## src/rtl/core/rptg_pkg.sv

```systemverilog
// Shared types and constants for the ramped pulse train generator.
// Used by rptg_seq and ramped_pulse_train_generator_unit; depends on nothing.
`default_nettype none

package rptg_pkg;

   // Field widths of the timing registers and of the register index.
   localparam int TIME_W  = 16;
   localparam int COUNT_W = 8;
   localparam int CSR_INDEX_W = 4;

   // Default values of the top-level parameters.
   localparam int SYNC_WIDTH_DEFAULT      = 50;
   localparam int WIDTH_STEP_DEFAULT      = 50;
   localparam int INVERT_MODIFIED_DEFAULT = 0;

   // One input beat: one timing tick with the two switch levels.
   typedef struct packed {
      logic enable_switch;
      logic mode_switch;
   } req_type;

   // One result beat: output levels during that tick.
   typedef struct packed {
      logic pulse_level;
      logic sync_level;
      logic cycle_busy;
   } rsp_type;

   // One timing set (normal or modified).
   typedef struct packed {
      logic [TIME_W-1:0]  base_width;
      logic [TIME_W-1:0]  pulse_gap;
      logic [COUNT_W-1:0] pulse_count;
      logic [TIME_W-1:0]  block_gap;
   } timing_set_type;

   // Waveform phases.
   typedef enum logic [2:0] {
      PH_IDLE,
      PH_SYNC,
      PH_PULSE,
      PH_GAP,
      PH_BLOCK
   } phase_type;

   // Register indexes of the configuration port.
   typedef enum logic [CSR_INDEX_W-1:0] {
      CSR_NORMAL_BASE_WIDTH,
      CSR_NORMAL_PULSE_GAP,
      CSR_NORMAL_PULSE_COUNT,
      CSR_NORMAL_BLOCK_GAP,
      CSR_MODIFIED_BASE_WIDTH,
      CSR_MODIFIED_PULSE_GAP,
      CSR_MODIFIED_PULSE_COUNT,
      CSR_MODIFIED_BLOCK_GAP
   } csr_index_type;

endpackage

`default_nettype wire

```

## src/rtl/core/rptg_seq.sv

```systemverilog
// Waveform sequencer: phase state machine, phase down-counter and pulse index.
// Depends on rptg_pkg for the beat, timing set and phase types.
`default_nettype none

module rptg_seq #(
   parameter int SYNC_WIDTH      = rptg_pkg::SYNC_WIDTH_DEFAULT,
   parameter int WIDTH_STEP      = rptg_pkg::WIDTH_STEP_DEFAULT,
   parameter int INVERT_MODIFIED = rptg_pkg::INVERT_MODIFIED_DEFAULT
) (
   input  wire logic                     clock,
   input  wire logic                     reset,
   input  wire logic                     step,
   input  wire rptg_pkg::req_type        req,
   input  wire rptg_pkg::timing_set_type normal_set,
   input  wire rptg_pkg::timing_set_type modified_set,
   output rptg_pkg::rsp_type             rsp
);

   // Longest phase: the last pulse of a full block, or the sync phase.
   localparam int MAX_PULSE = (2 ** rptg_pkg::TIME_W - 1)
                            + WIDTH_STEP * (2 ** rptg_pkg::COUNT_W - 2);
   localparam int MAX_LEN   = (MAX_PULSE > SYNC_WIDTH) ? MAX_PULSE : SYNC_WIDTH;
   localparam int CNT_W     = $clog2(MAX_LEN + 1);

   typedef logic [CNT_W-1:0] cnt_type;

   localparam cnt_type SYNC_LEN = CNT_W'(SYNC_WIDTH);
   localparam cnt_type STEP_LEN = CNT_W'(WIDTH_STEP);

   rptg_pkg::phase_type      phase_ff, phase_in;
   cnt_type                  remain_ff, remain_in;
   cnt_type                  plen_ff, plen_in;
   logic [rptg_pkg::COUNT_W-1:0] idx_ff, idx_in;
   logic                     mod_ff, mod_in;
   logic                     a_ff, a_in;
   rptg_pkg::timing_set_type set_ff, set_in;

   logic                     rest_lvl;
   logic [rptg_pkg::COUNT_W:0] next_idx;
   logic                     more_pulses;
   cnt_type                  next_len;
   cnt_type                  gap_len;
   cnt_type                  block_len;

   // Rest level of output A for the latched set.
   assign rest_lvl = (INVERT_MODIFIED != 0) && mod_ff;

   // Values that the following pulse would take.
   assign next_idx    = {1'b0, idx_ff} + 1'b1;
   assign more_pulses = next_idx < {1'b0, set_ff.pulse_count};
   assign next_len    = plen_ff + STEP_LEN;
   assign gap_len     = CNT_W'(set_ff.pulse_gap);
   assign block_len   = CNT_W'(set_ff.block_gap);

   // State register, updated once per accepted beat.
   always_ff @(posedge clock) begin
      if (reset) begin
         phase_ff  <= rptg_pkg::PH_IDLE;
         remain_ff <= '0;
         plen_ff   <= '0;
         idx_ff    <= '0;
         mod_ff    <= 1'b0;
         a_ff      <= 1'b0;
         set_ff    <= '0;
      end else if (step) begin
         phase_ff  <= phase_in;
         remain_ff <= remain_in;
         plen_ff   <= plen_in;
         idx_ff    <= idx_in;
         mod_ff    <= mod_in;
         a_ff      <= a_in;
         set_ff    <= set_in;
      end
   end

   // Next state and result for one tick. Zero-length phases collapse within
   // the tick: a zero pulse falls into its gap, a zero gap into the next
   // pulse, and when both pulse and gap are zero the rest of the block
   // collapses into the block gap.
   always_comb begin
      logic go_next;
      logic go_block;
      go_next   = 1'b0;
      go_block  = 1'b0;
      phase_in  = phase_ff;
      remain_in = remain_ff;
      plen_in   = plen_ff;
      idx_in    = idx_ff;
      mod_in    = mod_ff;
      a_in      = a_ff;
      set_in    = set_ff;

      // Leave a phase whose time has run out.
      if (phase_ff != rptg_pkg::PH_IDLE && remain_ff == '0) begin
         case (phase_ff)
            rptg_pkg::PH_SYNC: begin
               if (set_ff.pulse_count == '0) begin
                  go_block = 1'b1;
               end else if (plen_ff != '0) begin
                  phase_in  = rptg_pkg::PH_PULSE;
                  remain_in = plen_ff;
                  a_in      = ~rest_lvl;
               end else begin
                  a_in = rest_lvl;
                  if (gap_len != '0) begin
                     phase_in  = rptg_pkg::PH_GAP;
                     remain_in = gap_len;
                  end else begin
                     go_next = 1'b1;
                  end
               end
            end
            rptg_pkg::PH_PULSE: begin
               a_in = rest_lvl;
               if (gap_len != '0) begin
                  phase_in  = rptg_pkg::PH_GAP;
                  remain_in = gap_len;
               end else begin
                  go_next = 1'b1;
               end
            end
            rptg_pkg::PH_GAP: begin
               go_next = 1'b1;
            end
            default: begin
               phase_in = rptg_pkg::PH_IDLE;
            end
         endcase
      end

      // Move on to the following pulse, or end the block.
      if (go_next) begin
         if (!more_pulses) begin
            go_block = 1'b1;
         end else begin
            idx_in  = next_idx[rptg_pkg::COUNT_W-1:0];
            plen_in = next_len;
            if (next_len != '0) begin
               phase_in  = rptg_pkg::PH_PULSE;
               remain_in = next_len;
               a_in      = ~rest_lvl;
            end else begin
               a_in = rest_lvl;
               if (gap_len != '0) begin
                  phase_in  = rptg_pkg::PH_GAP;
                  remain_in = gap_len;
               end else begin
                  go_block = 1'b1;
               end
            end
         end
      end

      // Block gap, skipped when zero.
      if (go_block) begin
         if (block_len != '0) begin
            phase_in  = rptg_pkg::PH_BLOCK;
            remain_in = block_len;
         end else begin
            phase_in = rptg_pkg::PH_IDLE;
         end
      end

      // Start a new cycle from idle, latching the chosen set.
      if (phase_in == rptg_pkg::PH_IDLE && !req.enable_switch) begin
         mod_in    = req.mode_switch;
         set_in    = req.mode_switch ? modified_set : normal_set;
         idx_in    = '0;
         plen_in   = CNT_W'(set_in.base_width);
         phase_in  = rptg_pkg::PH_SYNC;
         remain_in = SYNC_LEN;
      end

      // Levels during this tick.
      rsp.pulse_level = a_in;
      rsp.sync_level  = (phase_in == rptg_pkg::PH_SYNC);
      rsp.cycle_busy  = (phase_in != rptg_pkg::PH_IDLE);

      // Count this tick against the current phase.
      if (phase_in != rptg_pkg::PH_IDLE) begin
         remain_in = remain_in - 1'b1;
      end
   end

   // A start from idle always lands in the sync phase.
   a_start_sync: assert property (@(posedge clock) disable iff (reset)
      step && phase_ff == rptg_pkg::PH_IDLE && !req.enable_switch
      |=> phase_ff == rptg_pkg::PH_SYNC)
      else $error("cycle start did not enter sync phase");

   // A phase with time left does not change on a tick.
   a_phase_holds: assert property (@(posedge clock) disable iff (reset)
      step && phase_ff != rptg_pkg::PH_IDLE && remain_ff != '0
      |=> phase_ff == $past(phase_ff))
      else $error("phase left before its time ran out");

   // Output A is active during a pulse and at rest during a gap.
   a_pulse_level: assert property (@(posedge clock) disable iff (reset)
      (phase_ff == rptg_pkg::PH_PULSE) |-> (a_ff == ~rest_lvl))
      else $error("output A not active during pulse");

   a_gap_level: assert property (@(posedge clock) disable iff (reset)
      (phase_ff == rptg_pkg::PH_GAP) |-> (a_ff == rest_lvl))
      else $error("output A not at rest during gap");

   // The pulse index stays inside the latched pulse count.
   a_index_range: assert property (@(posedge clock) disable iff (reset)
      (phase_ff == rptg_pkg::PH_PULSE || phase_ff == rptg_pkg::PH_GAP)
      |-> (idx_ff < set_ff.pulse_count))
      else $error("pulse index beyond pulse count");

endmodule

`default_nettype wire

```

## src/rtl/core/ramped_pulse_train_generator_unit.sv

```systemverilog
// Ramped pulse train generator: configuration registers, beat handshake and
// result register. Depends on rptg_pkg and rptg_seq.
//
// Usage:
// - Each req_ beat is one timing tick carrying the two switch levels. Each
//   accepted beat yields exactly one rsp_ beat with the levels of output A,
//   output B (sync) and the busy flag during that tick.
// - A beat's result is registered and shown on rsp_valid in the cycle after
//   it is accepted. One beat can be accepted in every cycle while req_stall
//   is low; the sequencer works out a whole tick, including any run of
//   zero-length phases, in one pass between the state and result registers.
// - The result register is a single stage. While it is full and rsp_stall
//   is high, req_stall is high and the sequencer state holds.
// - The csr_ port writes one of the eight timing registers per cycle; an
//   index beyond the list is ignored. A set is latched at the start of each
//   waveform cycle, so writes take effect from the next cycle start.
// - Reset clears all timing registers, puts the sequencer in idle with A
//   low, and empties the result register. There is no clearing pass.
`default_nettype none

module ramped_pulse_train_generator_unit #(
   parameter int SYNC_WIDTH      = rptg_pkg::SYNC_WIDTH_DEFAULT,
   parameter int WIDTH_STEP      = rptg_pkg::WIDTH_STEP_DEFAULT,
   parameter int INVERT_MODIFIED = rptg_pkg::INVERT_MODIFIED_DEFAULT
) (
   input  wire logic                             clock,
   input  wire logic                             reset,

   input  wire logic                             req_valid,
   output logic                                  req_stall,
   input  wire rptg_pkg::req_type                req_payload,

   output logic                                  rsp_valid,
   input  wire logic                             rsp_stall,
   output rptg_pkg::rsp_type                     rsp_payload,

   input  wire logic                             csr_we,
   input  wire logic [rptg_pkg::CSR_INDEX_W-1:0] csr_index,
   input  wire logic [rptg_pkg::TIME_W-1:0]      csr_wdata
);

   rptg_pkg::timing_set_type normal_set_ff;
   rptg_pkg::timing_set_type modified_set_ff;

   logic              rsp_valid_ff, rsp_valid_in;
   rptg_pkg::rsp_type rsp_ff;
   rptg_pkg::rsp_type seq_rsp;
   logic              step;

   // Timing registers.
   always_ff @(posedge clock) begin
      if (reset) begin
         normal_set_ff   <= '0;
         modified_set_ff <= '0;
      end else if (csr_we) begin
         case (csr_index)
            rptg_pkg::CSR_NORMAL_BASE_WIDTH: begin
               normal_set_ff.base_width <= csr_wdata;
            end
            rptg_pkg::CSR_NORMAL_PULSE_GAP: begin
               normal_set_ff.pulse_gap <= csr_wdata;
            end
            rptg_pkg::CSR_NORMAL_PULSE_COUNT: begin
               normal_set_ff.pulse_count <= csr_wdata[rptg_pkg::COUNT_W-1:0];
            end
            rptg_pkg::CSR_NORMAL_BLOCK_GAP: begin
               normal_set_ff.block_gap <= csr_wdata;
            end
            rptg_pkg::CSR_MODIFIED_BASE_WIDTH: begin
               modified_set_ff.base_width <= csr_wdata;
            end
            rptg_pkg::CSR_MODIFIED_PULSE_GAP: begin
               modified_set_ff.pulse_gap <= csr_wdata;
            end
            rptg_pkg::CSR_MODIFIED_PULSE_COUNT: begin
               modified_set_ff.pulse_count <= csr_wdata[rptg_pkg::COUNT_W-1:0];
            end
            rptg_pkg::CSR_MODIFIED_BLOCK_GAP: begin
               modified_set_ff.block_gap <= csr_wdata;
            end
            default: begin
            end
         endcase
      end
   end

   // A beat is taken whenever the result register is empty or draining.
   assign req_stall    = rsp_valid_ff & rsp_stall;
   assign step         = req_valid & ~req_stall;
   assign rsp_valid_in = step | (rsp_valid_ff & rsp_stall);

   rptg_seq #(
      .SYNC_WIDTH      (SYNC_WIDTH),
      .WIDTH_STEP      (WIDTH_STEP),
      .INVERT_MODIFIED (INVERT_MODIFIED)
   ) u_seq (
      .clock        (clock),
      .reset        (reset),
      .step         (step),
      .req          (req_payload),
      .normal_set   (normal_set_ff),
      .modified_set (modified_set_ff),
      .rsp          (seq_rsp)
   );

   // Result register.
   always_ff @(posedge clock) begin
      if (reset) begin
         rsp_valid_ff <= 1'b0;
      end else begin
         rsp_valid_ff <= rsp_valid_in;
      end
   end

   always_ff @(posedge clock) begin
      if (step) begin
         rsp_ff <= seq_rsp;
      end
   end

   assign rsp_valid   = rsp_valid_ff;
   assign rsp_payload = rsp_ff;

endmodule

`default_nettype wire
```

## config.mk

```make
export PLATFORM = sky130hd
export DESIGN_NAME = ramped_pulse_train_generator_unit
export DESIGN_NICKNAME = d
export VERILOG_FILES = /design/src/rtl/core/rptg_pkg.sv /design/src/rtl/core/rptg_seq.sv /design/src/rtl/core/ramped_pulse_train_generator_unit.sv
export SDC_FILE = /design/constraint.sdc
export NUM_CORES = 1
export LEC_CHECK = 0
export BUFFER_PORTS_ARGS = -buffer_cell sky130_fd_sc_hd__buf_2
export CAP_MARGIN = 10
export CELL_PAD_IN_SITES_DETAIL_PLACEMENT = 0
export CELL_PAD_IN_SITES_GLOBAL_PLACEMENT = 1
export CORE_ASPECT_RATIO = 0.5
export CORE_MARGIN = 2
export CORE_UTILIZATION = 43
export DETAILED_ROUTE_END_ITERATION = 7
export PLACE_DENSITY = 0.89
export SLEW_MARGIN = 10
export SYNTH_ARGS = -nofsm -noshare
export SYNTH_HDL_FRONTEND = slang
export SYNTH_SLANG_ARGS = --single-unit
export TNS_END_PERCENT = 50
```

## constraint.sdc

```tcl
create_clock -name clock -period 4.1 [get_ports clock]
set_input_delay 0.205 -clock clock [delete_from_list [all_inputs] [get_ports clock]]
set_output_delay 0.205 -clock clock [all_outputs]
set_load 0.1 [all_outputs]
```

==> results of run 1 <==
==> layer usage <==
layer / vias up / track usage / wire length [µm]
met1: 4992 / 0.418 / 17200
li1: 4936 / - / -
met5: - / 0 / 0
met4: 0 / 0.0675 / 835
met2: 443 / 0.397 / 15100
met3: 56 / 0.0664 / 3760
==> area by class of cell <==
class                   count  area, µm²  area share
diodes                      1       2.50    0.000196
clock buffers              28        561      0.0438
clock inverters             8        171      0.0134
inverters                  16       60.1     0.00469
multi-input cells        1018       6320       0.494
flip-flops and latches    202       4090       0.320
well taps                 336        420      0.0329
repair buffers            151       1170      0.0911
==> cell usage after synthesis (3+ instances only) <==
library cell  count
o21bai_1          4
or3_1             8
a221oi_1          5
xnor2_1          17
ha_1             10
nand4_1          11
a22oi_1          11
nor3_1           32
nand2_1         209
a41oi_1           4
nor2_1          163
inv_1            15
clkbuf_8          3
nand3_1          30
a311o_1           3
o21ai_0          37
buf_1             4
nor2b_1           7
and3_1           10
o21a_1            7
buf_4             3
xor2_1           10
nor4_1           18
buf_6             3
a311oi_1          5
a21boi_0          4
edfxtp_1          3
dfxtp_1         199
a21o_1            4
a211oi_1         67
or4_1             6
o31ai_1           5
a21oi_1         117
a31o_2            4
mux2i_1         103
o211ai_1         14
and2_1            4
nand3b_1          7
and4_1            4
clkbuf_1         77
nand2b_1          5
nor3b_1           6
a31oi_1          11
buf_2            15
==> path summary, 6_finish.rpt <==
check | slack (ps) | startpoint | cells past startpoint | end
max | -0.7 | u_seq.idx_ff[3]$_SDFFE_PP0P_ | 20 | u_seq.remain_ff[16]$_SDFFE_PP0P_
min | 10 | csr_wdata[6] | 3 | normal_set_ff[46]$_SDFFE_PP0P_
max reg2reg | -0.7 | u_seq.idx_ff[3]$_SDFFE_PP0P_ | 20 | u_seq.remain_ff[16]$_SDFFE_PP0P_
min reg2reg | 450 | normal_set_ff[50]$_SDFFE_PP0P_ | 2 | normal_set_ff[50]$_SDFFE_PP0P_
==> sequential cells by signal, summed over array words and instances (netlist names), 3 cells and up <==
register         count
u_seq.phase_ff       3
rsp_payload          3
modified_set_ff     56
u_seq.gap_len       16
u_seq.set_ff         8
u_seq.block_len     16
normal_set_ff       56
u_seq.remain_ff     17
u_seq.plen_ff       17
u_seq.idx_ff         8
==> logic make-up after synthesis <==
kind of cell	Yosys count	share of synthesized area
buffers and inverters	122	0.0507
AO/OA/AOI/OAI	334	0.207
adder cells (fa/ha/maj)	10	0.0117
AND/OR/NAND/NOR	543	0.231
flip-flops	202	0.380
XOR/XNOR	27	0.0220
multiplexers	104	0.0972
==> critical path, stage by stage, from the launching register on <==
cell      delay [ps]
dfxtp_4          360
and3_4           200
and2_4           160
nand2_4           70
xnor2_4          190
ha_4             240
a21oi_4          150
a21boi_2          80
a311oi_2         410
nand2_2          150
a22o_1           260
a31o_2           240
nand2_2           60
nand2_2           50
nand2_1           80
ha_2             170
and3_4           170
and3_4           200
nand4_4           90
or3_4            400
a311oi_2         260
==> power by group <==
group          switching, µW  internal [µW]
clock                    834           1220
combinational            752            438
sequential              86.1           2050
==> repair_timing <==
action / in CTS / in global routing
endpoints found under the hold margin: 46 / 0
pin swaps: 1 / 18
setup buffers: 0 / 10
setup endpoints to repair: 1 / 49
resized for setup: 2 / 40
hold buffers: 15 / 0
==> through the flow <==
step / power (µW) / hold slack, ps / setup TNS, ps / area [µm²] / utilization
6_report: 5380 / 9.91 / -0.715 / 12800 / 0.528
5_1_grt: 5580 / 4.65 / -512 / 12800 / 0.528
4_1_cts: 5330 / 3.46 / 0 / 12500 / 0.517
3_5_place_dp: 3280 / 437 / -40.7 / 11600 / 0.480
3_3_place_gp: 3280 / 426 / 0 / 11600 / 0.480
2_1_floorplan: 2860 / 326 / 0 / 10700 / -
==> results, run 1 <==
- The total number of clock tree sinks is 202.
- The library cell used most frequently in the layout, excluding fill and tap cells, is nand2_1.
- The count of TritonRoute iterations in the first routing pass is 5.
- In the final layout, the share of cells above drive strength 1 is 0.167.
- For this run the aggregate overflow at the end of global routing stands at 0.
- In this run, placement finished with an instance count of 1698.
- The final net count is 1446.
- The tool flagged a number of max-cap violations equal to 0.
- After floorplanning, the core was sized to cover 24200 µm².
- The global-route usage over all layers is 0.278.
- The cell count after synthesis came out at 1342.
- The checks that failed: setup timing.
- Setup violations remaining at the end of the flow were counted as 1.
- The clock tree root buffer cell is clkbuf_16.
- The number of antenna violations at the first check in global routing is 1.
- Detailed routing inserted a total of 10427 vias.
- Clock-pin slew was measured on the worst setup and hold paths at 60 ps.
- Using the TritonRoute via totals, the vias-per-cell ratio works out to 5.92.
- The critical path in this run is classified as reg2reg.
- The mapped netlist covers 10700 µm².
- The fmax is 244 MHz.
- The placer congestion estimate is 1.01.
- In the synthesized netlist the dominant register cell turns out to be dfxtp_1.
- The worst setup path is captured at a flop.
- The maximum number of pins on one net before global-route repair is 122.
- The post-detailed-route count of antenna-violating nets is 0.
- The mean instance size in the synthesized netlist is 7.99 µm².
- The total DRC errors in the routed layout is 0.
- The slew at the pin closest to its max-slew limit is 1190 ps.
- The first global-routing pass estimated 55700 µm of wire.
- The largest voltage drop on the vdd net is 0.000219 V.
- The kind of start point of the critical path is a flop.
- The smallest setup slack after layout is -0.715 ps.
- Timing analysis after detailed placement gives a worst setup slack of -40.7 ps.
- The number of slew-limit violations in the final report was 0.
- The TritonCTS clock tree is done.
- The area added between synthesis and finish is 19.3%.
- In this run the tool buffered the top-level ports with 31 buffer cells.
- Pin placement for this block handled 32 I/O pins.
- The routed length per instance is 20.9 µm.
- For this configuration, the core starts out at a cell density of 0.443.
- The final hold violation count is 0.
- Summed over all layers, the routed wires come to 36800 µm.
- In the finished design, the share of the clock period the worst path needs comes to 1.00.
- The number of different library cells in the post-synthesis netlist is 88.
- In the layout the commonest cells are nand2_1 (205), dfxtp_1 (192), nor2_1 (162), a21oi_1 (114), mux2i_1 (103).
- The initialized floorplan defines 40 standard-cell rows.
- In this run the worst path has a maximum fanout of 4.
- When the netlist entered floorplanning its net count stood at 1379.
- The layout has 2277 filler cells.
- The longest clock path from root to sink contains 3 buffers.
- Ranked by total cell area, the synthesized netlist is headed by dfxtp_1 (37%), mux2i_1 (9.6%), nand2_1 (7.3%).
- The class of the tightest hold or removal check is in2reg.
- The count of flip-flops with a built-in enable after synthesis is 3.
- In this run, synthesis produced a sequential element count of 202.
- Of the post-synthesis cell area, the dominant cell type holds 0.371.
- At the worst endpoint, the required time is 4530 ps.
- The Yosys step of the flow raised 0 warnings.
- On the final layout, the worst clock skew is 11.9 ps.
- The critical path data arrival time is 4530 ps.
- The flow ran to the end, but the final reports show violations.
- The floorplan step defined a die boundary enclosing 26300 µm².
- The first-iteration detailed-routing DRC count is 1004.
- For this run, the register share of the synthesized area comes to 0.380.
- The total clock buffers created by CTS is 20.
- The overall die width is 227 µm.
- The final non-filler cell total is 1760.
- Measured against its own limit, the worst slew margin works out to 0.208.
- The clock latency on the worst-skew pair is 530 ps.
- Setup repair after global routing could not meet its margin everywhere.
- The leakage power is 0.00481 µW.
- In this run the power density over the cells is 420 nW/µm².
- The library cell with the largest summed area after synthesis is dfxtp_1.
- The H-tree depth is 1.
- Of all flip-flops after synthesis, the portion carrying an async set or reset was 0.
- Summed over all nets, the half-perimeter wirelength after detailed placement is 26700 µm.
- The number of global-route vias before repair came to 9390.
- The vertical die dimension is 116 µm.
- The minimum clock period is 4100 ps.
(Power assumes the default switching activity.)
==> run 2: changes to the inputs <==
--- a/config.mk
+++ b/config.mk
@@ -14,6 +14,7 @@
 export CORE_UTILIZATION = 43
 export DETAILED_ROUTE_END_ITERATION = 7
+export GPL_ROUTABILITY_DRIVEN = 0
 export PLACE_DENSITY = 0.89
-export SLEW_MARGIN = 10
+export SLEW_MARGIN = 20
 export SYNTH_ARGS = -nofsm -noshare
 export SYNTH_HDL_FRONTEND = slang
==> constraint.sdc (replaced) <==
create_clock -name clock -period 4.1 [get_ports clock]
set_input_delay 0.205 -clock clock [delete_from_list [all_inputs] [get_ports clock]]
set_output_delay 0.205 -clock clock [all_outputs]
set_load 0.02 [all_outputs]
==> results, run 2 (synthesized netlist as in run 1, its figures left out) <==
- The reg-to-reg setup timing slack is 70 ps (was -0.7 ps).
- The total DRC errors in the routed layout is 0 (unchanged).
- The capturing point of the worst reg2reg path is u_seq.remain_ff[16]$_SDFFE_PP0P_ (unchanged).
- The buffers plus inverters on the worst setup path was 1 (was 0).
- The clock latency on the worst-skew pair was 520 ps (was 530 ps).
- The total clock buffers created by CTS is 21 (was 20).
- The number of cells on the worst reg-to-reg path is 16 (was 20).
- The capture endpoint of the worst hold path is normal_set_ff[3]$_SDFFE_PP0P_ (was normal_set_ff[46]$_SDFFE_PP0P_).
- The smallest setup slack after layout is 68.0 ps (was -0.715 ps).
- The vias after detailed routing came to 10340 (was 10427).
- The class of the tightest hold or removal check is in2reg (unchanged).
- The post-detailed-route count of antenna-violating nets is 0 (unchanged).
- The critical path capture point type is a flop (unchanged).
- The overall die width is 227 µm (unchanged).
- The worst hold path startpoint is csr_wdata[3] (was csr_wdata[6]).
- The kind of start point of the critical path was a flop (unchanged).
- The first-iteration detailed-routing DRC count is 1288 (was 1004).
- The number of antenna violations at the first check in global routing is 0 (was 1).
- The largest voltage drop on the vdd net is 0.000246 V (was 0.000219 V).
- The routed via count divided by cell count was 5.99 (was 5.92).
- The final net count came to 1413 (was 1446).
- The worst clock skew is 12.3 ps (was 11.9 ps).
- The worst flop-to-flop path startpoint is u_seq.plen_ff[2]$_SDFFE_PP0P_ (was u_seq.idx_ff[3]$_SDFFE_PP0P_).
- Leading cell types in the layout, fill and taps excluded: nand2_1 (206), dfxtp_1 (193), nor2_1 (161), a21oi_1 (114), mux2i_1 (103) (was nand2_1 (205), dfxtp_1 (192), nor2_1 (162), a21oi_1 (114), mux2i_1 (103)).
- The remaining global-route overflow is 0 (unchanged).
- The vertical die dimension is 116 µm (unchanged).
- The global-route usage over all layers is 0.258 (was 0.278).
- The most common library cell in the layout ignoring fill and taps is nand2_1 (unchanged).
- Status: finished, final reports clean (was complete, but fails checks).
- By instance count, the cell type seen most on the critical path is nand2_1.
- The number of slew-limit violations in the final report is 0 (unchanged).
- Largest registers ranked by flip-flop count: modified_set_ff x56, normal_set_ff x56 (unchanged).
- The worst hold path stage count is 3 (unchanged).
- The portion of the clock cycle consumed by the worst path in the final layout is 0.983 (was 1.00).
- The maximum net fanout on the critical path was 6 (was 4).
- RSZ-0062 raised after global routing: yes (unchanged).
- The number of global-route vias before repair is 9187 (was 9390).
- The clock input transition at the sequential cells of the worst setup and hold paths is 70 ps (was 60 ps).
- The H-tree depth is 1 (unchanged).
- The cell family with the largest share of critical-path delay is simple AND/OR/NAND/NOR gates (unchanged).
- The area added between synthesis and finish is 16.5% (was 19.3%).
- The classification of the worst setup path is reg2reg (unchanged).
- The antenna diode count is 0 (was 1).
- The areal power density over the cells is 420 nW/µm² (about the same).
- The core outline area is 24200 µm² (unchanged).
- The overall power came to 5260 µW (was 5380 µW).
- The maximum number of pins on one net before global-route repair is 107 (was 122).
- The final hold violation count is 0 (unchanged).
- The standard cell with the maximum stage delay on the critical path is dfxtp_1 (was a311oi_2).
- The count of filler cells inserted in the layout is 2298 (was 2277).
- The die area is 26300 µm² (unchanged).
- The number of max-cap violations is 0 (unchanged).
- The minimum clock period was 4030 ps (was 4100 ps).
- The final setup violation count was 0 (was 1).
- The final hold slack is 6.55 ps (was 9.91 ps).
- The total number of clock tree sinks is 202 (unchanged).
- The count of buffers from port buffering came to 31 (unchanged).
- CP Cell Sequence: ha_1 -> nor4bb_1 -> nand2_1 -> nor3_1 -> nand2_1 -> nor4_2 -> o211ai_1 -> a21o_1 -> buf_4 -> nand2_1 -> ha_2 -> and3_4 -> and3_4 -> nand4_4 -> or3_1 -> a311oi_1 (was and3_4 -> and2_4 -> nand2_4 -> xnor2_4 -> ha_4 -> a21oi_4 -> a21boi_2 -> a311oi_2 -> nand2_2 -> a22o_1 -> a31o_2 -> nand2_2 -> nand2_2 -> nand2_1 -> ha_2 -> and3_4 -> and3_4 -> nand4_4 -> or3_4 -> a311oi_2).
- The initial core utilization is 0.443 (unchanged).
- The worst relative slew slack is 0.257 (was 0.208).
- The critical path data arrival time is 4470 ps (was 4530 ps).
- The final wirelength is 34500 µm (was 36800 µm).
- The leakage power is 0.00465 µW (was 0.00481 µW).
- The worst setup slack after placement was -28.3 ps (was -40.7 ps).
- The fmax is 248 MHz (was 244 MHz).
- The routed length per instance came to 20.0 µm (was 20.9 µm).
- The slew at the pin closest to its max-slew limit is 1110 ps (was 1190 ps).
- The number of primary I/O pins is 32 (unchanged).
- The maximum buffer depth of the clock tree is 3 (unchanged).
- The detailed placer's ending HPWL came to 24300 µm (was 26700 µm).
- The largest stage delay on the critical path is 470 ps (was 410 ps).
- The endpoint required time on the critical path came to 4540 ps (was 4530 ps).
- The share of post-route cells with drive strength above 1 is 0.150 (was 0.167).
- The number of rows in the core area was 40 (unchanged).
- The TritonCTS clock tree is done (unchanged).
- The count of TritonRoute iterations in the first routing pass is 5 (unchanged).
- The global-route wire length before repair was 52700 µm (was 55700 µm).
- The clock tree root buffer cell is clkbuf_16 (unchanged).
[run 2: cell types whose count changed in the layout (fill, tap and decap cells not counted), sizes merged]
| cell | delta |
|---|---|
| buf | -31 |
| bufinv | -2 |
| clkinv | +2 |
| clkbuf | +1 |
| dlygate4sd3 | -3 |
| diode | -1 |
| clkinvlp | -1 |
| inv | +2 |
[run 2: layout make-up]
| class | instances | area [µm²] | area share |
|---|---|---|---|
| flip-flops and latches | 202 | 4090 | 0.327 |
| clock inverters | 9 | 111 | 0.00891 |
| multi-input cells | 1018 | 6310 | 0.505 |
| well taps | 336 | 420 | 0.0336 |
| clock buffers | 29 | 627 | 0.0501 |
| inverters | 16 | 60.1 | 0.00480 |
| repair buffers | 117 | 887 | 0.0709 |
[run 2: per-layer routing]
metal,routed length [µm],vias to the layer above,global-route usage
li1,-,4872,-
met2,13900,533,0.368
met4,767,0,0.0614
met1,16100,4872,0.387
met5,0,-,0
met3,3800,63,0.0634
[run 2: worst max path at each step]
| stage | start | to | slack, ps | cells past startpoint |
|---|---|---|---|---|
| CTS | u_seq.idx_ff[3]$_SDFFE_PP0P_ | u_seq.remain_ff[16]$_SDFFE_PP0P_ | 6 | 19 |
| global route | u_seq.idx_ff[3]$_SDFFE_PP0P_ | u_seq.remain_ff[16]$_SDFFE_PP0P_ | -120 | 20 |
| finish | u_seq.plen_ff[2]$_SDFFE_PP0P_ | u_seq.remain_ff[16]$_SDFFE_PP0P_ | 70 | 16 |
| detailed placement | u_seq.idx_ff[0]$_SDFFE_PP0P_ | u_seq.remain_ff[16]$_SDFFE_PP0P_ | -30 | 20 |
| global placement | u_seq.idx_ff[0]$_SDFFE_PP0P_ | u_seq.remain_ff[16]$_SDFFE_PP0P_ | 80 | 20 |
| floorplan | u_seq.idx_ff[0]$_SDFFE_PP0P_ | u_seq.remain_ff[16]$_SDFFE_PP0P_ | 3 | 22 |
[run 2: what timing repair did]
action                     in CTS  in global routing
setup endpoints to repair       1                 19
hold buffers                   12                  0
resized for setup               1                 37
hold endpoints to repair       41                  0
pin swaps                       1                 21
buffers inserted                0                  8
[run 2: power by group]
| group | leakage [µW] | internal (µW) | switching (µW) | total [µW] |
|---|---|---|---|---|
| combinational | 0.00263 | 391 | 669 | 1060 |
| sequential | 0.00165 | 2050 | 99.0 | 2150 |
| clock | 0.000369 | 1200 | 847 | 2050 |
| total | 0.00465 | 3640 | 1610 | 5260 |
[run 2: through the flow]
stage / TNS (ps) / util / instance area, µm² / std cells
finish: 0 / 0.516 / 12500 / 1727
global route: -195 / 0.516 / 12500 / 1727
CTS: 0 / 0.507 / 12300 / 1719
detailed placement: -28.3 / 0.471 / 11400 / 1669
global placement: 0 / 0.471 / 11400 / 1669
floorplan: 0 / - / 10700 / 1342
[run 2: worst reg2reg max path, stage by stage, from the launching register on]
cell      delay (ps)
dfxtp_1          470
ha_1             340
nor4bb_1         380
nand2_1          120
nor3_1           230
nand2_1          180
nor4_2           400
o211ai_1         180
a21o_1           210
buf_4            140
nand2_1           60
ha_2             170
and3_4           170
and3_4           210
nand4_4           80
or3_1            370
a311oi_1         240
==> run 3: changes to the inputs <==
--- a/config.mk
+++ b/config.mk
@@ -12,11 +12,12 @@
 export CORE_ASPECT_RATIO = 0.5
 export CORE_MARGIN = 2
-export CORE_UTILIZATION = 43
+export CORE_UTILIZATION = 44
 export DETAILED_ROUTE_END_ITERATION = 7
 export GPL_ROUTABILITY_DRIVEN = 0
-export PLACE_DENSITY = 0.89
+export PLACE_DENSITY = 0.88
 export SLEW_MARGIN = 20
 export SYNTH_ARGS = -nofsm -noshare
 export SYNTH_HDL_FRONTEND = slang
+export SYNTH_HIERARCHICAL = 1
 export SYNTH_SLANG_ARGS = --single-unit
 export TNS_END_PERCENT = 50
==> constraint.sdc (replaced) <==
create_clock -name clock -period 4.1 [get_ports clock]
set_input_delay 1.025 -clock clock [delete_from_list [all_inputs] [get_ports clock]]
set_output_delay 1.025 -clock clock [all_outputs]
set_load 0.02 [all_outputs]
==> results, run 3 <==
- The TritonCTS clock tree is done (unchanged).
- The critical path capture point type was a flop (unchanged).
- The number of slew-limit violations in the final report is 0 (unchanged).
- The fmax is 233 MHz (was 248 MHz).
- The number of cells on the worst reg-to-reg path is 19 (was 16).
- Ranking of synthesized cells by instance count: dfxtp_1 (199), mux2i_1 (176), nand2b_1 (143) (was nand2_1 (209), dfxtp_1 (199), nor2_1 (163)).
- The classification of the worst setup path is reg2reg (unchanged).
- The predominant post-synthesis flop cell was dfxtp_1 (unchanged).
- The most numerous cell in the Yosys netlist is dfxtp_1 (was nand2_1).
- The count of filler cells inserted in the layout came to 2272 (was 2298).
- The slew at the pin closest to its max-slew limit is 957 ps (was 1110 ps).
- The proportion of netlist area held by the largest area contributor came to 0.359 (was 0.371).
- The overall die width was 229 µm (was 227 µm).
- The detailed placer's ending HPWL is 23500 µm (was 24300 µm).
- The critical path data arrival time is 4720 ps (was 4470 ps).
- The initial core utilization was 0.444 (was 0.443).
- The part of the power in registers was 0.430 (was 0.408).
- The kind of start point of the critical path is a flop (unchanged).
- The final reports fail on setup timing.
- The mean instance size in the synthesized netlist is 9.00 µm² (was 7.99 µm²).
- The class of the tightest hold or removal check is reg2reg (was in2reg).
- Largest registers ranked by flip-flop count: modified_set_ff x56, normal_set_ff x56 (unchanged).
- The final setup violation count is 9 (was 0).
- The first-iteration detailed-routing DRC count is 1044 (was 1288).
- The final hold slack was 472 ps (was 6.55 ps).
- The antenna diode count is 0 (unchanged).
- The part of the power in the clock network came to 0.383 (was 0.390).
- The number of max-cap violations came to 0 (unchanged).
- The global-route usage over all layers is 0.233 (was 0.258).
- The vertical die dimension is 116 µm (about the same).
- The final hold violation count is 0 (unchanged).
- The final wirelength is 32000 µm (was 34500 µm).
- The worst hold path stage count is 2 (was 3).
- The switching part of the total is 0.289 (was 0.307).
- The total standard cell area after synthesis is 11100 µm² (was 10700 µm²).
- The total of warnings raised by yosys is 6 (was 0).
- The count of TritonRoute iterations in the first routing pass was 6 (was 5).
- The final net count is 1317 (was 1413).
- The number of buffers added to fix hold violations after cts was 0 (was 12).
- The total DRC errors in the routed layout is 0 (unchanged).
- The routed via count divided by cell count is 5.85 (was 5.99).
- Area contributors post-synth: dfxtp_1 (36%), mux2i_1 (16%), nand2b_1 (8.1%) (was dfxtp_1 (37%), mux2i_1 (9.6%), nand2_1 (7.3%)).
- The endpoint required time on the critical path is 4530 ps (was 4540 ps).
- The number of primary I/O pins is 32 (unchanged).
- The total clock buffers created by CTS is 20 (was 21).
- The H-tree depth is 1 (unchanged).
- The areal power density over the cells was 385 nW/µm² (was 420 nW/µm²).
- The number of rows in the core area is 41 (was 40).
- The number of different library cells in the post-synthesis netlist is 90 (was 88).
- The clock tree root buffer cell is clkbuf_16 (unchanged).
- The routed length per instance is 19.5 µm (was 20.0 µm).
- The worst clock skew is 10.8 ps (was 12.3 ps).
- The maximum number of pins on one net before global-route repair came to 67 (was 107).
- The core outline area is 25000 µm² (was 24200 µm²).
- The number of antenna violations at the first check in global routing is 0 (unchanged).
- The most common library cell in the layout ignoring fill and taps is dfxtp_1 (was nand2_1).
- The fraction of the yosys area taken by sequential cells came to 0.367 (was 0.380).
- The die area is 26600 µm² (was 26300 µm²).
- The clock input transition at the sequential cells of the worst setup and hold paths is 70 ps (about the same).
- Status: complete, but fails checks (was finished, final reports clean).
- The register bit count reported by yosys is 202 (unchanged).
- The area added between synthesis and finish is 16.2% (was 16.5%).
- The maximum net fanout on the critical path is 5 (was 6).
- The cell-internal power came to 3530 µW (was 3640 µW).
- The minimum clock period came to 4290 ps (was 4030 ps).
- The post-detailed-route count of antenna-violating nets is 0 (unchanged).
- The worst relative slew slack was 0.356 (was 0.257).
- The count of flip-flops with a built-in enable after synthesis came to 3 (unchanged).
- RSZ-0062 raised after global routing: yes (unchanged).
- The capturing point of the worst reg2reg path was u_seq/remain_ff[9]$_SDFFE_PP0P_ (was u_seq.remain_ff[16]$_SDFFE_PP0P_).
- The gate count after technology mapping is 1234 (was 1342).
- The vias after detailed routing is 9581 (was 10340).
- The largest voltage drop on the vdd net is 0.000256 V (was 0.000246 V).
- The library cell with the largest summed area after synthesis was dfxtp_1 (unchanged).
- The clock latency on the worst-skew pair is 520 ps (about the same).
- The remaining global-route overflow is 0 (unchanged).
- The leakage power came to 0.00538 µW (was 0.00465 µW).
- The reg-to-reg setup timing slack is -190 ps (was 70 ps).
- The total number of clock tree sinks is 202 (unchanged).
- The capture endpoint of the worst hold path is normal_set_ff[27]$_SDFFE_PP0P_ (was normal_set_ff[3]$_SDFFE_PP0P_).
- The share of power burned in combinational logic is 0.187 (was 0.202).
- The global-route wire length before repair is 49200 µm (was 52700 µm).
- The portion of the clock cycle consumed by the worst path in the final layout is 1.05 (was 0.983).
- The share of post-route cells with drive strength above 1 is 0.177 (was 0.150).
- The overall power is 4970 µW (was 5260 µW).
- Leading cell types in the layout, fill and taps excluded: dfxtp_1 (196), mux2i_1 (176), nand2b_1 (142), nor2_1 (109), buf_4 (86) (was nand2_1 (206), dfxtp_1 (193), nor2_1 (161), a21oi_1 (114), mux2i_1 (103)).
- The share of async-settable or async-resettable flops after synthesis is 0 (unchanged).
- The worst hold path startpoint was normal_set_ff[27]$_SDFFE_PP0P_ (was csr_wdata[3]).
- The synthesized netlist net count came to 1271 (was 1379).
- The number of global-route vias before repair is 8735 (was 9187).
- The share of the core filled with cells is 0.517 (was 0.516).
- The smallest setup slack after layout is -189 ps (was 68.0 ps).
- The maximum buffer depth of the clock tree is 3 (unchanged).
- The switching power summed over all nets was 1440 µW (was 1610 µW).
- The worst flop-to-flop path startpoint is u_seq/idx_ff[0]$_SDFFE_PP0P_ (was u_seq.plen_ff[2]$_SDFFE_PP0P_).
- The count of buffers from port buffering is 31 (unchanged).
[run 3: kinds of logic after synthesis]
family,synth area share
buffers and inverters,0.0456
AO/OA/AOI/OAI,0.168
flip-flops,0.367
AND/OR/NAND/NOR,0.225
adder cells (fa/ha/maj),0.0113
XOR/XNOR,0.0245
multiplexers,0.159
[run 3: critical path: stages, from the launching register on]
cell and delay, ps:
dfxtp_4 370, ha_4 140, and3_4 180, and2_4 160
nand2_4 70, xnor2_2 150, ha_1 340, nand4_1 190
a221oi_4 320, or3b_4 230, a2111oi_2 40, buf_4 190
a211o_1 320, a31oi_4 170, o21ai_2 90, nor4b_4 420
buf_4 230, nand2_4 60, a311o_1 330, a31oi_1 190
[run 3: power by group through the flow]
stage | Sequential (µW) | Clock [µW] | Combinational, µW
2_1_floorplan | 2130 | 0 | 595
3_3_place_gp | 2170 | 0 | 842
3_5_place_dp | 2170 | 0 | 860
4_1_cts | 2130 | 1940 | 864
5_1_grt | 2140 | 2010 | 993
6_report | 2140 | 1900 | 931
[run 3: repair_timing]
action / CTS / global route
hold endpoints to repair: 0 / 0
gates resized for setup: 1 / 42
buffers inserted: 0 / 6
pin swaps: 0 / 26
endpoints found under the setup margin: 5 / 79
[run 3: routing by layer]
metal  share of wire  global-route usage  wire length, µm  up-vias
li1                -                   -                -     4554
met1            0.47               0.335            14900     4541
met2            0.42               0.362            13300      411
met3           0.085              0.0391             2710       75
met4           0.031              0.0636             1000        0
met5               0                   0                0        -
[run 3: cell type report]
type / count / area [µm²] / share of cell area
Multi-Input combinational cell: 922 / 6780 / 0.525
Sequential cell: 202 / 4080 / 0.316
Timing Repair Buffer: 121 / 878 / 0.0680
Clock buffer: 31 / 613 / 0.0475
Tap cell: 344 / 430 / 0.0333
Clock inverter: 4 / 76.3 / 0.00591
Inverter: 13 / 48.8 / 0.00378
[run 3: metrics by stage]
stage / area, µm² / TNS, ps / instances / setup slack [ps]
2_1_floorplan: 11200 / 0 / 1234 / 9.21
3_3_place_gp: 12000 / 0 / 1596 / 95.7
3_5_place_dp: 12000 / -9.07 / 1596 / -9.07
4_1_cts: 12700 / -81.9 / 1631 / -29.1
5_1_grt: 12900 / -2090 / 1637 / -328
6_report: 12900 / -603 / 1637 / -189
[run 3: how the worst max path moves through the flow]
stage / from / end / slack, ps
after floorplan: u_seq/idx_ff[1]$_SDFFE_PP0P_ / u_seq/remain_ff[6]$_SDFFE_PP0P_ / 9
after global routing: u_seq/idx_ff[0]$_SDFFE_PP0P_ / u_seq/remain_ff[9]$_SDFFE_PP0P_ / -330
after detailed placement: u_seq/idx_ff[1]$_SDFFE_PP0P_ / u_seq/remain_ff[16]$_SDFFE_PP0P_ / -9
final: u_seq/idx_ff[0]$_SDFFE_PP0P_ / u_seq/remain_ff[9]$_SDFFE_PP0P_ / -190
after global placement: u_seq/idx_ff[1]$_SDFFE_PP0P_ / u_seq/remain_ff[16]$_SDFFE_PP0P_ / 100
after CTS: u_seq/idx_ff[1]$_SDFFE_PP0P_ / u_seq/remain_ff[8]$_SDFFE_PP0P_ / -30
